===== src/sv/vqnc_pkg.sv =====
package vqnc_pkg;

   localparam int ELEMENT_BITS = 16;
   localparam int NUM_ELEMENTS = 8;
   localparam int INDEX_BITS = 8;
   localparam int DIST_BITS = 35;

   localparam int DEF_CODEBOOK_SIZE = 256;
   localparam int DEF_VECTOR_DIM = 8;

   typedef enum logic {
      CMD_LOAD  = 1'b0,
      CMD_QUERY = 1'b1
   } command_type;

   typedef enum logic [2:0] {
      ST_IDLE,
      ST_SCAN,
      ST_DRAIN,
      ST_FETCH,
      ST_OUT
   } state_type;

   typedef struct packed {
      command_type                     command;
      logic [INDEX_BITS-1:0]           entry_index;
      logic signed [ELEMENT_BITS-1:0]  element0;
      logic signed [ELEMENT_BITS-1:0]  element1;
      logic signed [ELEMENT_BITS-1:0]  element2;
      logic signed [ELEMENT_BITS-1:0]  element3;
      logic signed [ELEMENT_BITS-1:0]  element4;
      logic signed [ELEMENT_BITS-1:0]  element5;
      logic signed [ELEMENT_BITS-1:0]  element6;
      logic signed [ELEMENT_BITS-1:0]  element7;
   } req_type;

   typedef struct packed {
      logic [INDEX_BITS-1:0]           code_index;
      logic [DIST_BITS-1:0]            min_distance;
      logic signed [ELEMENT_BITS-1:0]  chosen0;
      logic signed [ELEMENT_BITS-1:0]  chosen1;
      logic signed [ELEMENT_BITS-1:0]  chosen2;
      logic signed [ELEMENT_BITS-1:0]  chosen3;
      logic signed [ELEMENT_BITS-1:0]  chosen4;
      logic signed [ELEMENT_BITS-1:0]  chosen5;
      logic signed [ELEMENT_BITS-1:0]  chosen6;
      logic signed [ELEMENT_BITS-1:0]  chosen7;
   } rsp_type;

   typedef struct packed {
      logic valid;
      logic last;
   } chain_ctl_type;

endpackage


===== src/sv/vqnc_min_sel.sv =====
module vqnc_min_sel import vqnc_pkg::*; #(
   parameter int CODEBOOK_SIZE = DEF_CODEBOOK_SIZE,
   parameter int VECTOR_DIM = DEF_VECTOR_DIM
) (
   input  logic                                         clock,
   input  logic                                         reset,
   input  chain_ctl_type                                ctl_in,
   input  logic [$clog2(CODEBOOK_SIZE)-1:0]             idx_in,
   input  logic [2*ELEMENT_BITS+$clog2(VECTOR_DIM)-1:0] sum_in,
   output logic                                         done,
   output logic [$clog2(CODEBOOK_SIZE)-1:0]             best_idx,
   output logic [2*ELEMENT_BITS+$clog2(VECTOR_DIM)-1:0] best_sum
);

   localparam int IDX_W = $clog2(CODEBOOK_SIZE);
   localparam int SUM_W = 2*ELEMENT_BITS + $clog2(VECTOR_DIM);

   logic             done_ff;
   logic [IDX_W-1:0] best_idx_ff;
   logic [SUM_W-1:0] best_sum_ff;
   logic             take;

   // first entry always taken, later ones only when strictly closer
   assign take = ctl_in.valid && ((idx_in == '0) || (sum_in < best_sum_ff));

   always_ff @(posedge clock) begin
      if (reset) begin
         done_ff <= 1'b0;
      end else begin
         done_ff <= ctl_in.valid && ctl_in.last;
      end
      if (take) begin
         best_idx_ff <= idx_in;
         best_sum_ff <= sum_in;
      end
   end

   assign done     = done_ff;
   assign best_idx = best_idx_ff;
   assign best_sum = best_sum_ff;

endmodule


===== config.mk =====
export PLATFORM = sky130hd
export DESIGN_NAME = vqnc_min_sel
export DESIGN_NICKNAME = d
export VERILOG_FILES = /design/src/sv/vqnc_pkg.sv /design/src/sv/vqnc_min_sel.sv
export SDC_FILE = /design/constraint.sdc
export NUM_CORES = 1
export LEC_CHECK = 0
export BUFFER_PORTS_ARGS = -buffer_cell sky130_fd_sc_hd__buf_2
export CAP_MARGIN = 10
export CORE_ASPECT_RATIO = 1.75
export CORE_MARGIN = 3
export CORE_UTILIZATION = 50
export DETAILED_ROUTE_END_ITERATION = 10
export GPL_TIMING_DRIVEN = 0
export PLACE_DENSITY_LB_ADDON = 0.25
export SYNTH_ARGS = -nofsm -noshare
export SYNTH_HDL_FRONTEND = slang
export SYNTH_SLANG_ARGS = --single-unit

===== constraint.sdc =====
create_clock -name clock -period 6.1 [get_ports clock]
set_clock_uncertainty 0.05 [all_clocks]
set_input_delay 0.915 -clock clock [delete_from_list [all_inputs] [get_ports clock]]
set_output_delay 0.915 -clock clock [all_outputs]
set_load 0.005 [all_outputs]

# After elaboration in Yosys (flattened, before gate mapping)

Cells that the tools add are included.
Widths: inputs -> output; s select.

Bits of input ports: 47
Memory bits (read-only): 0
Memories kept: 0
Register bits after elaboration: 44
RAM bits: 0
Bits in latches: 0

Mux-type cells: 0
Divide/modulo/power cells: 0
Reductions and logical operators: 4
Multipliers: 0
$add $sub $neg: 0
Equality and inequality tests: 0
Bitwise logic cells: 0
Shift operators: 0
$lt $le $gt $ge: 1

Operators with widths:

| kind              | number |
|---|---|
| $lt 35x35->1      | 1 |
| $logic_not 8->1   | 1 |
| $logic_and 1x1->1 | 2 |
| $logic_or 1x1->1  | 1 |

# Depth between registers and ports, before layout

Gate-level depths: netlist of run 1.

Depth in word-level cells: 3
Depth in mapped cells: 7

# Worst setup path after synthesis of run 1

OpenSTA, ideal clock, no wires.

Path kind: in2reg
Start point: input port sum_in[33]
End point: register best_idx_ff[0] (netlist: best_idx[0]), enable pin
Data required time: 5.635 ns
Slack: 2.516 ns
Cell stages on the path: 6
Setup time: 0.415 ns
Data arrival time: 3.119 ns
Cell sequence: ha_1 -> a21oi_2 -> nand2_1 -> a221oi_2 -> o211ai_1 -> a22oi_2

Longest elaborated chain between the ends: 3

RTL lines:

| element              | RTL line           | RTL |
|---|---|---|
| from (decl)          | vqnc_min_sel.sv:9  | `input logic [2*ELEMENT_BITS+$clog2(VECTOR_DIM)-1:0] sum_in,` |
| $lt 35x35->1         | vqnc_min_sel.sv:24 | `assign take = ctl_in.valid && ((idx_in == '0) \|\| (sum_in < best_sum_ff));` |
| $logic_or 1x1->1     | vqnc_min_sel.sv:24 |  |
| $logic_and 1x1->1    | vqnc_min_sel.sv:24 |  |
| net take             | vqnc_min_sel.sv:21 | `logic take;` |
| to (signal assigned) | vqnc_min_sel.sv:33 | `best_idx_ff <= idx_in;` |
| to (decl)            | vqnc_min_sel.sv:19 | `logic [IDX_W-1:0] best_idx_ff;` |

The timed path passes the listed nets, and every way through them passes these cells.
A chain may end at the register's enable or synchronous reset.

# Final worst setup path of run 1

Start point: input port sum_in[26]
End point: register best_sum_ff[12] (netlist: best_sum[12]), enable pin

Longest elaborated chain between the ends: 3

RTL lines:

| element              | RTL line           | RTL |
|---|---|---|
| $lt 35x35->1         | vqnc_min_sel.sv:24 |  |
| $logic_or 1x1->1     | vqnc_min_sel.sv:24 |  |
| $logic_and 1x1->1    | vqnc_min_sel.sv:24 |  |
| net take             | vqnc_min_sel.sv:21 |  |
| to (signal assigned) | vqnc_min_sel.sv:34 | `best_sum_ff <= sum_in;` |
| to (decl)            | vqnc_min_sel.sv:20 | `logic [SUM_W-1:0] best_sum_ff;` |

The timed path passes the listed nets, and every way through them passes these cells.

==> flow_summary_export.csv, run 1 <==
group,metric,value,unit
synth,synth_top_area_cell,"edfxtp_1",
detailed_routing,wl_per_cell,14.3,um
critical_path,crit_start,"sum_in[26]",
power,netSwitchingPower,0.000167,W
synth,synth_xor_area_share,0,%
detailed_routing,wirelength,4.60,mm
timing,setup_tns,0,ns
die,die_w,56.4,um
power,finalPower,0.000673,W
synth,synth.lib_cells_used.distinct,26,
layout,nNetsFinal,352,
clocking,cts_max_level,2,
critical_path,cp-start-kind,"input port",
layout,area_growth,28.5,%
grt,grt_start_max_net_pins,16,
layout,stdcell_area,2860,um^2
timing,period_needed,3.23,ns
critical_path,critical_path_arrival,3.18,ns
critical_path,rrSetupSlack,3.23,ns
synth,synth_mux_area_share,0,%
synth,ys_ff_latch,44,
die,coreArea,4230,um^2
timing,maxSlewHeadroom,42.6,%
detailed_routing,first_pass_iters,4,
synth,synth_fa_ha_area_share,19.1,%
grt,grt_first_pass_wirelength,7.22,mm
die,ios,91,
synth,syn_area,2220,um^2
detailed_routing,vias,1666,
detailed_routing,ant_nets,0,
detailed_routing,drt_iter0_markers,30,
die,core.rowCount,31,
critical_path,r2r_start,"best_sum[26]",
placed_design,place_area,2770,um^2
placed_design,gp_congestion,0.773,
synth,synth_fp_nets,253,
timing,worst_pin_slew,0.862,ns
die,die_height,94.2,um
clocking,tritoncts,"done",
power,irDropWorstVdd,0.000216,V
synth,synth_top_family_by_area,"adder cells",
clocking,cts.sink_count,44,
critical_path,endpoint,"best_sum[12]",
clocking,post_cts_resized,0,
run,drv_cap,0,
synth,synth_area_leaders,"edfxtp_1, ha_1, inv_1, a21oi_1, nand2_1",
synth,yosys.area_share.simple,6.58,%
synth,synth_compound_area_share,9.57,%
detailed_routing,met2_length,2.72,mm
worst_hold_path,hp-class,"input port to register",
timing,hold_viol_final,0,
timing,setup_violations,0,
placed_design,dp_hpwl,3.89,mm
layout,diodes,0,
detailed_routing,top_layer,"met4",
critical_path,crit-reg2reg-capture,"best_sum[12]",
layout,drive_above_1_share,38.6,%
synth,synthDominantCellAreaShare,58.1,%
timing,finalCritPeriodShare,53.0,%
power,p_int,0.000506,W
detailed_routing,drc,0,
synth,yosys_warnings,0,
grt,grt_pass1_vias,1704,
synth,synth-seq-area-share,59.0,%
power,comb_power_share,18.1,%
clocking,postCtsHoldBufs,0,
synth,syn_inst,172,
timing,fmax,309,MHz
grt,grt_antenna_before_repair,0,
layout,num-fill-cells,351,
critical_path,crit_path_max_fanout,15,
grt,grt_usage,17.7,%
detailed_routing,wl_met1,1.56,mm
clocking,clk_pin_slew,0.08,ns
detailed_routing,viasPerCell,5.19,
grt,gr-total-overflow,0,
status,outcome,"completed",
timing,drv_slew,0,
critical_path,required,6.05,ns
critical_path,path_class,"input port to register",
clocking,post_cts_buffers,0,
power,power_density,236,nW/um^2
clocking,ctsLongestPathBuffers,2,
timing,rsz0062_at_grt,"false",
power,swShare,24.8,%
clocking,cts-root-buf,"clkbuf_8",
critical_path,critPathCaptureType,"register",
critical_path,reg2reg_depth,9,
placed_design,port_buffers,90,
worst_hold_path,hold-path-cell-count,2,
die,initial_utilization,52.6,%
clocking,numCtsBuffers,5,
power,seqPwrFrac,54.7,%
die,dieArea,5310,um^2
power,p_leak,1.39,nW
synth,avgSynthCellArea,12.9,um^2
detailed_routing,route.met3.wl,251,um
power,pwr-share-clk,27.3,%
clocking,insertion_delay,0.28,ns
## power groups by stage
stage	Clock, W	Sequential, W	Combinational [W]
CTS	0.000190	0.000368	0.000125
detailed placement	0	0.000375	0.000124
floorplan	0	0.000378	0.0000594
finish	0.000184	0.000368	0.000122
global placement	0	0.000376	0.000116
global route	0.000201	0.000370	0.000139
## kinds of logic after synthesis
group                    Yosys count
AO/OA/AOI/OAI                     29
adder cells (fa/ha/maj)           34
AND/OR/NAND/NOR                   31
flip-flops                        44
buffers and inverters             34
## registers in the layout, indices dropped and copies added (netlist names)
register,cells
best_idx,8
best_sum,35
done,1
## critical path: stages
cell and delay [ns]:
buf_2 0.11, ha_1 0.32, a21oi_1 0.17, o21ai_1 0.10
a221oi_2 0.24, o211ai_1 0.14, a22oi_2 0.74, buf_8 0.25
buf_8 0.18
## cell type report
| cell class | instances | area, um^2 | share of cell area (%) |
|---|---|---|---|
| Timing Repair Buffer | 92 | 480 | 16.8 |
| Clock inverter | 2 | 10.0 | 0.350 |
| Tap cell | 49 | 61.3 | 2.15 |
| Clock buffer | 6 | 82.6 | 2.89 |
| Inverter | 34 | 128 | 4.47 |
| Sequential cell | 44 | 1310 | 45.9 |
| Multi-Input combinational cell | 94 | 785 | 27.5 |
## how the worst min path moves through the flow
stage                end  startpoint  slack (ns)
floorplan           done       reset        0.94
global placement    done       reset        1.04
detailed placement  done       reset        1.04
CTS                 done       reset        0.73
global route        done       reset        0.73
finish              done       reset        0.74
## Yosys cell counts
cell,number
edfxtp_1,43
ha_1,34
inv_1,34
a21oi_1,9
nand2_1,9
nor2_1,8
nand4_1,5
o21ai_0,4
a211oi_1,3
nand3_1,3
nor3_1,3
a21o_1,2
nand2b_1,2
a211o_1,1
a211oi_2,1
a21oi_2,1
a221oi_2,1
a22oi_2,1
a41oi_1,1
dfxtp_1,1
nor4b_1,1
o211ai_1,1
o21a_1,1
o21ai_1,1
o21bai_1,1
o41ai_2,1
## metal layers
| layer | up-vias | GRT usage (%) |
|---|---|---|
| met4 | 0 | 5.54 |
| li1 | 822 | - |
| met1 | 780 | 16.8 |
| met5 | - | 0 |
| met3 | 6 | 3.99 |
| met2 | 58 | 36.0 |
## stage by stage
step                      instances  utilization (%)  hold WS (ns)  worst slack, ns
after global routing            321             67.6         0.726             2.67
final                           321             67.6         0.743             2.87
after floorplan                 172                -         0.937             2.52
after global placement          311             64.7          1.04             1.83
after CTS                       321             67.6         0.732             2.84
after detailed placement        313             65.4          1.04             2.52
## placed cells by master, fill, tap and decap left out, types with 3 or more instances in the layout
master,Yosys,final
a211oi_1,3,3
a21oi_1,9,9
buf_2,0,90
clkbuf_8,0,6
edfxtp_1,43,43
ha_1,34,34
inv_1,34,34
nand2_1,9,9
nand3_1,3,3
nand4_1,5,5
nor2_1,8,8
nor3_1,3,3
o21ai_0,4,4
Power figures use the tool's default switching activity.
==> run 2: changes to the inputs <==
--- a/config.mk
+++ b/config.mk
@@ -9,7 +9,7 @@
 export CAP_MARGIN = 10
 export CORE_ASPECT_RATIO = 1.75
 export CORE_MARGIN = 3
-export CORE_UTILIZATION = 50
+export CORE_UTILIZATION = 48
 export DETAILED_ROUTE_END_ITERATION = 10
 export GPL_TIMING_DRIVEN = 0
 export PLACE_DENSITY_LB_ADDON = 0.25
==> constraint.sdc (replaced) <==
create_clock -name clock -period 3.1 [get_ports clock]
set_clock_uncertainty 0.05 [all_clocks]
set_input_delay 0.465 -clock clock [delete_from_list [all_inputs] [get_ports clock]]
set_output_delay 0.465 -clock clock [all_outputs]
set_load 0.005 [all_outputs]
==> flow_summary_export.csv, run 2 (synthesis gave the netlist of run 1 again) <==
group,metric,value,unit
status,outcome,"completed",
critical_path,required,3.05,ns
critical_path,crit_path_max_fanout,14,
critical_path,critPathCaptureType,"register",
layout,largest_register_ffs,35,
run,drv_cap,0,
placed_design,place_area,2790,um^2
critical_path,cp-start-kind,"register",
power,power_density,481,nW/um^2
timing,fmax,365,MHz
critical_path,rrSetupSlack,0.36,ns
clocking,post_cts_resized,0,
grt,grt_first_pass_wirelength,7.51,mm
clocking,cts_max_level,2,
die,core.rowCount,32,
detailed_routing,vias,1637,
critical_path,cp_slowest_cell,"a22oi_2",
timing,rsz0062_at_grt,"false",
placed_design,post-place-ws,0.126,ns
critical_path,critical_path_arrival,2.69,ns
detailed_routing,drt_iter0_markers,30,
timing,maxSlewHeadroom,50.4,%
clocking,tritoncts,"done",
timing,hold_viol_final,0,
layout,nNetsFinal,353,
timing,drv_slew,0,
placed_design,gp_congestion,0.775,
die,die_w,57.4,um
critical_path,path_buf_inv,3,
detailed_routing,first_pass_iters,4,
layout,layout_commonest_cell,"buf_2",
detailed_routing,viasPerCell,5.05,
worst_hold_path,hp-class,"input port to register",
power,finalPower,0.00139,W
critical_path,slowest_delay,0.59,ns
grt,gr-total-overflow,0,
critical_path,crit_chain,"inv_1 -> ha_1 -> a211oi_1 -> o21ai_0 -> a21oi_1 -> o41ai_2 -> a22oi_2 -> buf_8 -> buf_6",
timing,fin_ws,0.359,ns
placed_design,dp_hpwl,3.92,mm
detailed_routing,ant_nets,0,
timing,period_needed,2.74,ns
clocking,cts.sink_count,44,
grt,grt_usage,17.7,%
layout,num-fill-cells,374,
grt,grt_pass1_vias,1694,
power,p_leak,1.40,nW
die,die_height,96.0,um
critical_path,path_class,"register to register",
grt,grt_antenna_before_repair,0,
layout,area_growth,30.4,%
clocking,cts-root-buf,"clkbuf_8",
detailed_routing,wirelength,4.54,mm
critical_path,critPathTopFamily,"compound AO/OA/AOI/OAI gates",
timing,worst_pin_slew,0.744,ns
clocking,numCtsBuffers,5,
clocking,postCtsHoldBufs,0,
layout,final_cell_mix,"buf_2, edfxtp_1, inv_1",
die,coreArea,4440,um^2
layout,diodes,0,
grt,grt_start_max_net_pins,15,
die,dieArea,5520,um^2
placed_design,port_buffers,90,
die,initial_utilization,50.0,%
timing,setup_tns,0,ns
detailed_routing,drc,0,
timing,finalCritPeriodShare,88.4,%
die,ios,91,
detailed_routing,wl_per_cell,14.0,um
clocking,insertion_delay,0.29,ns
layout,drive_above_1_share,39.2,%
clocking,clk_pin_slew,0.08,ns
clocking,ctsLongestPathBuffers,2,
layout,stdcell_area,2900,um^2
timing,setup_violations,0,
clocking,post_cts_buffers,0,
power,irDropWorstVdd,0.000409,V
==> run 2: per-layer routing <==
layer / GRT usage [%] / vias to the layer above / routed length, um
li1: - / 821 / -
met1: 19.0 / 750 / 1570
met2: 32.6 / 60 / 2580
met3: 4.83 / 6 / 313
met4: 6.00 / 0 / 74
met5: 0 / - / 0
==> run 2: per-stage QoR <==
stage	util, %	hold WS (ns)	cells
after floorplan	-	0.487	172
after global placement	61.9	0.574	313
after detailed placement	62.7	0.580	316
after CTS	65.2	0.267	324
after global routing	65.2	0.274	324
final	65.2	0.284	324
==> run 2: worst paths after layout <==
path	end	startpoint	cells past startpoint
worst max-delay path	best_sum[4]	best_sum[8]	9
worst min-delay path	done	reset	2
worst max register to register	best_sum[4]	best_sum[8]	9
worst min register to register	best_sum[27]	best_sum[14]	5
==> run 2: final cells by class <==
type                    count  area, um^2  share of cell area (%)
inverters                  34         128                    4.40
clock inverters             3        42.5                    1.47
flip-flops and latches     44        1310                    45.2
well taps                  51        63.8                    2.20
multi-input cells          94         797                    27.5
clock buffers               5        68.8                    2.37
repair buffers             93         488                    16.8
==> run 2: report_power, final <==
group          internal, W  switching (W)
clock             0.000238       0.000189
combinational     0.000113       0.000129
sequential        0.000707      0.0000165
total              0.00106       0.000335
==> run 3: changes to the inputs <==
--- a/config.mk
+++ b/config.mk
@@ -9,10 +9,11 @@
 export CAP_MARGIN = 10
 export CORE_ASPECT_RATIO = 1.75
 export CORE_MARGIN = 3
-export CORE_UTILIZATION = 48
+export CORE_UTILIZATION = 43
 export DETAILED_ROUTE_END_ITERATION = 10
 export GPL_TIMING_DRIVEN = 0
 export PLACE_DENSITY_LB_ADDON = 0.25
+export SKIP_LAST_GASP = 1
 export SYNTH_ARGS = -nofsm -noshare
 export SYNTH_HDL_FRONTEND = slang
 export SYNTH_SLANG_ARGS = --single-unit
==> constraint.sdc (replaced) <==
create_clock -name clock -period 2.4 [get_ports clock]
set_clock_uncertainty 0.05 [all_clocks]
set_input_delay 0.36 -clock clock [delete_from_list [all_inputs] [get_ports clock]]
set_output_delay 0.36 -clock clock [all_outputs]
set_load 0.005 [all_outputs]
==> flow_summary_export.csv, run 3 (synthesis gave the netlist of run 1 again) <==
group,metric,value,unit
status,outcome,"completed",
critical_path,reg2reg_depth,9,
grt,grt_pass1_vias,1688,
worst_hold_path,hold-path-cell-count,2,
layout,fin_util,58.6,%
power,p_leak,1.40,nW
power,pwr-share-clk,27.1,%
detailed_routing,vias,1639,
worst_hold_path,worstHoldEndpoint,"done",
critical_path,rrSetupSlack,0.14,ns
grt,use_met2,29.8,%
grt,grt_usage,16.2,%
critical_path,crit_path_max_fanout,16,
critical_path,r2r_start,"best_sum[8]",
run,drv_cap,0,
placed_design,port_buffers,90,
clocking,ctsLongestPathBuffers,2,
die,dieArea,6100,um^2
die,die_height,101,um
timing,rsz0062_at_grt,"false",
critical_path,cp-start-kind,"register",
timing,maxSlewHeadroom,78.1,%
clocking,post_cts_resized,0,
detailed_routing,drc,0,
detailed_routing,viasPerCell,5.00,
grt,grt.met3_usage,3.59,%
timing,hold_viol_final,0,
power,seqPwrFrac,54.1,%
detailed_routing,drt_iter0_markers,32,
die,initial_utilization,44.7,%
critical_path,crit-reg2reg-capture,"best_sum[32]",
timing,period_needed,2.26,ns
clocking,insertion_delay,0.30,ns
clocking,clk_pin_slew,0.09,ns
worst_hold_path,hp-class,"input port to register",
clocking,tritoncts,"done",
die,coreArea,4980,um^2
timing,fmax,442,MHz
layout,largest_register_ffs,35,
timing,drv_slew,0,
detailed_routing,ant_nets,0,
timing,worst_pin_slew,0.325,ns
power,power_density,593,nW/um^2
clocking,cts_max_level,2,
worst_hold_path,hp-start,"reset",
power,swShare,26.1,%
layout,drive_above_1_share,39.4,%
critical_path,critPathCaptureType,"register",
layout,area_growth,31.2,%
clocking,cts.sink_count,44,
grt,gr-total-overflow,0,
grt,grtUsageMet1,16.6,%
die,ios,91,
clocking,numCtsBuffers,5,
critical_path,critical_path_arrival,2.22,ns
power,irDropWorstVdd,0.000416,V
die,die_w,60.4,um
grt,grt_start_max_net_pins,18,
die,core.rowCount,34,
detailed_routing,first_pass_iters,4,
timing,setup_violations,0,
grt,grt_antenna_before_repair,0,
clocking,cts-root-buf,"clkbuf_8",
layout,final_cell_mix,"buf_2, edfxtp_1, inv_1",
layout,diodes,0,
timing,finalCritPeriodShare,94.2,%
power,finalPower,0.00173,W
placed_design,gp_congestion,0.740,
layout,nNetsFinal,354,
detailed_routing,wirelength,4.62,mm
power,netSwitchingPower,0.000451,W
placed_design,dp_hpwl,3.86,mm
layout,layout_commonest_cell,"buf_2",
power,comb_power_share,18.8,%
timing,hold_slack,0.157,ns
power,p_int,0.00128,W
grt,grt_first_pass_wirelength,7.32,mm
grt,busiest_layer,"met2",
critical_path,path_class,"register to register",
critical_path,required,2.36,ns
detailed_routing,wl_per_cell,14.1,um
## run 3: cell count changes in the layout (fill, tap and decap cells not counted)
| cell | change |
|---|---|
| buf_6 | -2 |
| buf_12 | +1 |
| buf_16 | +1 |
| buf_4 | +1 |
| bufinv_16 | -1 |
| clkinv_2 | -1 |
| clkinv_4 | +1 |
| clkinvlp_4 | +1 |
## run 3: power groups by stage
stage | Sequential [W] | Clock (W) | Combinational (W)
after floorplan | 0.000962 | 0 | 0.000153
after global placement | 0.000956 | 0 | 0.000295
after detailed placement | 0.000954 | 0 | 0.000319
after CTS | 0.000937 | 0.000490 | 0.000324
after global routing | 0.000943 | 0.000513 | 0.000376
final | 0.000935 | 0.000468 | 0.000325
## run 3: worst max path at each step
stage | startpoint | to | slack, ns | cells past startpoint
finish | best_sum[8] | best_sum[32] | 0.14 | 9
global route | best_sum[26] | best_sum[32] | 0.003 | 9
CTS | best_sum[8] | best_sum[18] | 0.04 | 9
detailed placement | sum_in[8] | best_sum[13] | -0.53 | 9
global placement | sum_in[12] | best_sum[17] | -1.30 | 7
floorplan | best_sum[12] | best_idx[0] | -0.59 | 7
## run 3: worst max-delay path, cell delays in order, from the launching register on
cell and delay [ns]:
edfxtp_1 0.38, inv_1 0.08, ha_1 0.24, a211oi_1 0.26, o21ai_0 0.17, a21oi_1 0.18, o41ai_2 0.12, a22oi_2 0.21
buf_8 0.15, buf_12 0.14
## run 3: what timing repair did
action	4_1_cts	5_1_grt
gates cloned	0	0
hold buffers	0	0
pin swaps	1	0
setup endpoints to repair	43	15
setup buffers	1	1
## run 3: final cells by class
class	instances	area, um^2
flip-flops and latches	44	1310
well taps	54	67.6
fillers	420	2060
clock inverters	3	23.8
repair buffers	94	520
clock buffers	5	68.8
multi-input cells	94	797
inverters	34	128
## run 3: metal layers
layer  vias to the layer above  wire length (um)
li1                        826                 -
met5                         -                 0
met1                       746              1630
met3                        11               280
met2                        56              2590
met4                         0               124
## run 3: metrics by stage
stage | TNS (ns) | area (um^2) | worst slack (ns) | cells
after floorplan | -25.54 | 2240 | -0.594 | 172
after global placement | -55.63 | 2750 | -1.30 | 316
after detailed placement | -15.79 | 2800 | -0.529 | 318
after CTS | 0 | 2900 | 0.0436 | 327
after global routing | 0 | 2920 | 0.00344 | 328
final | 0 | 2920 | 0.139 | 328
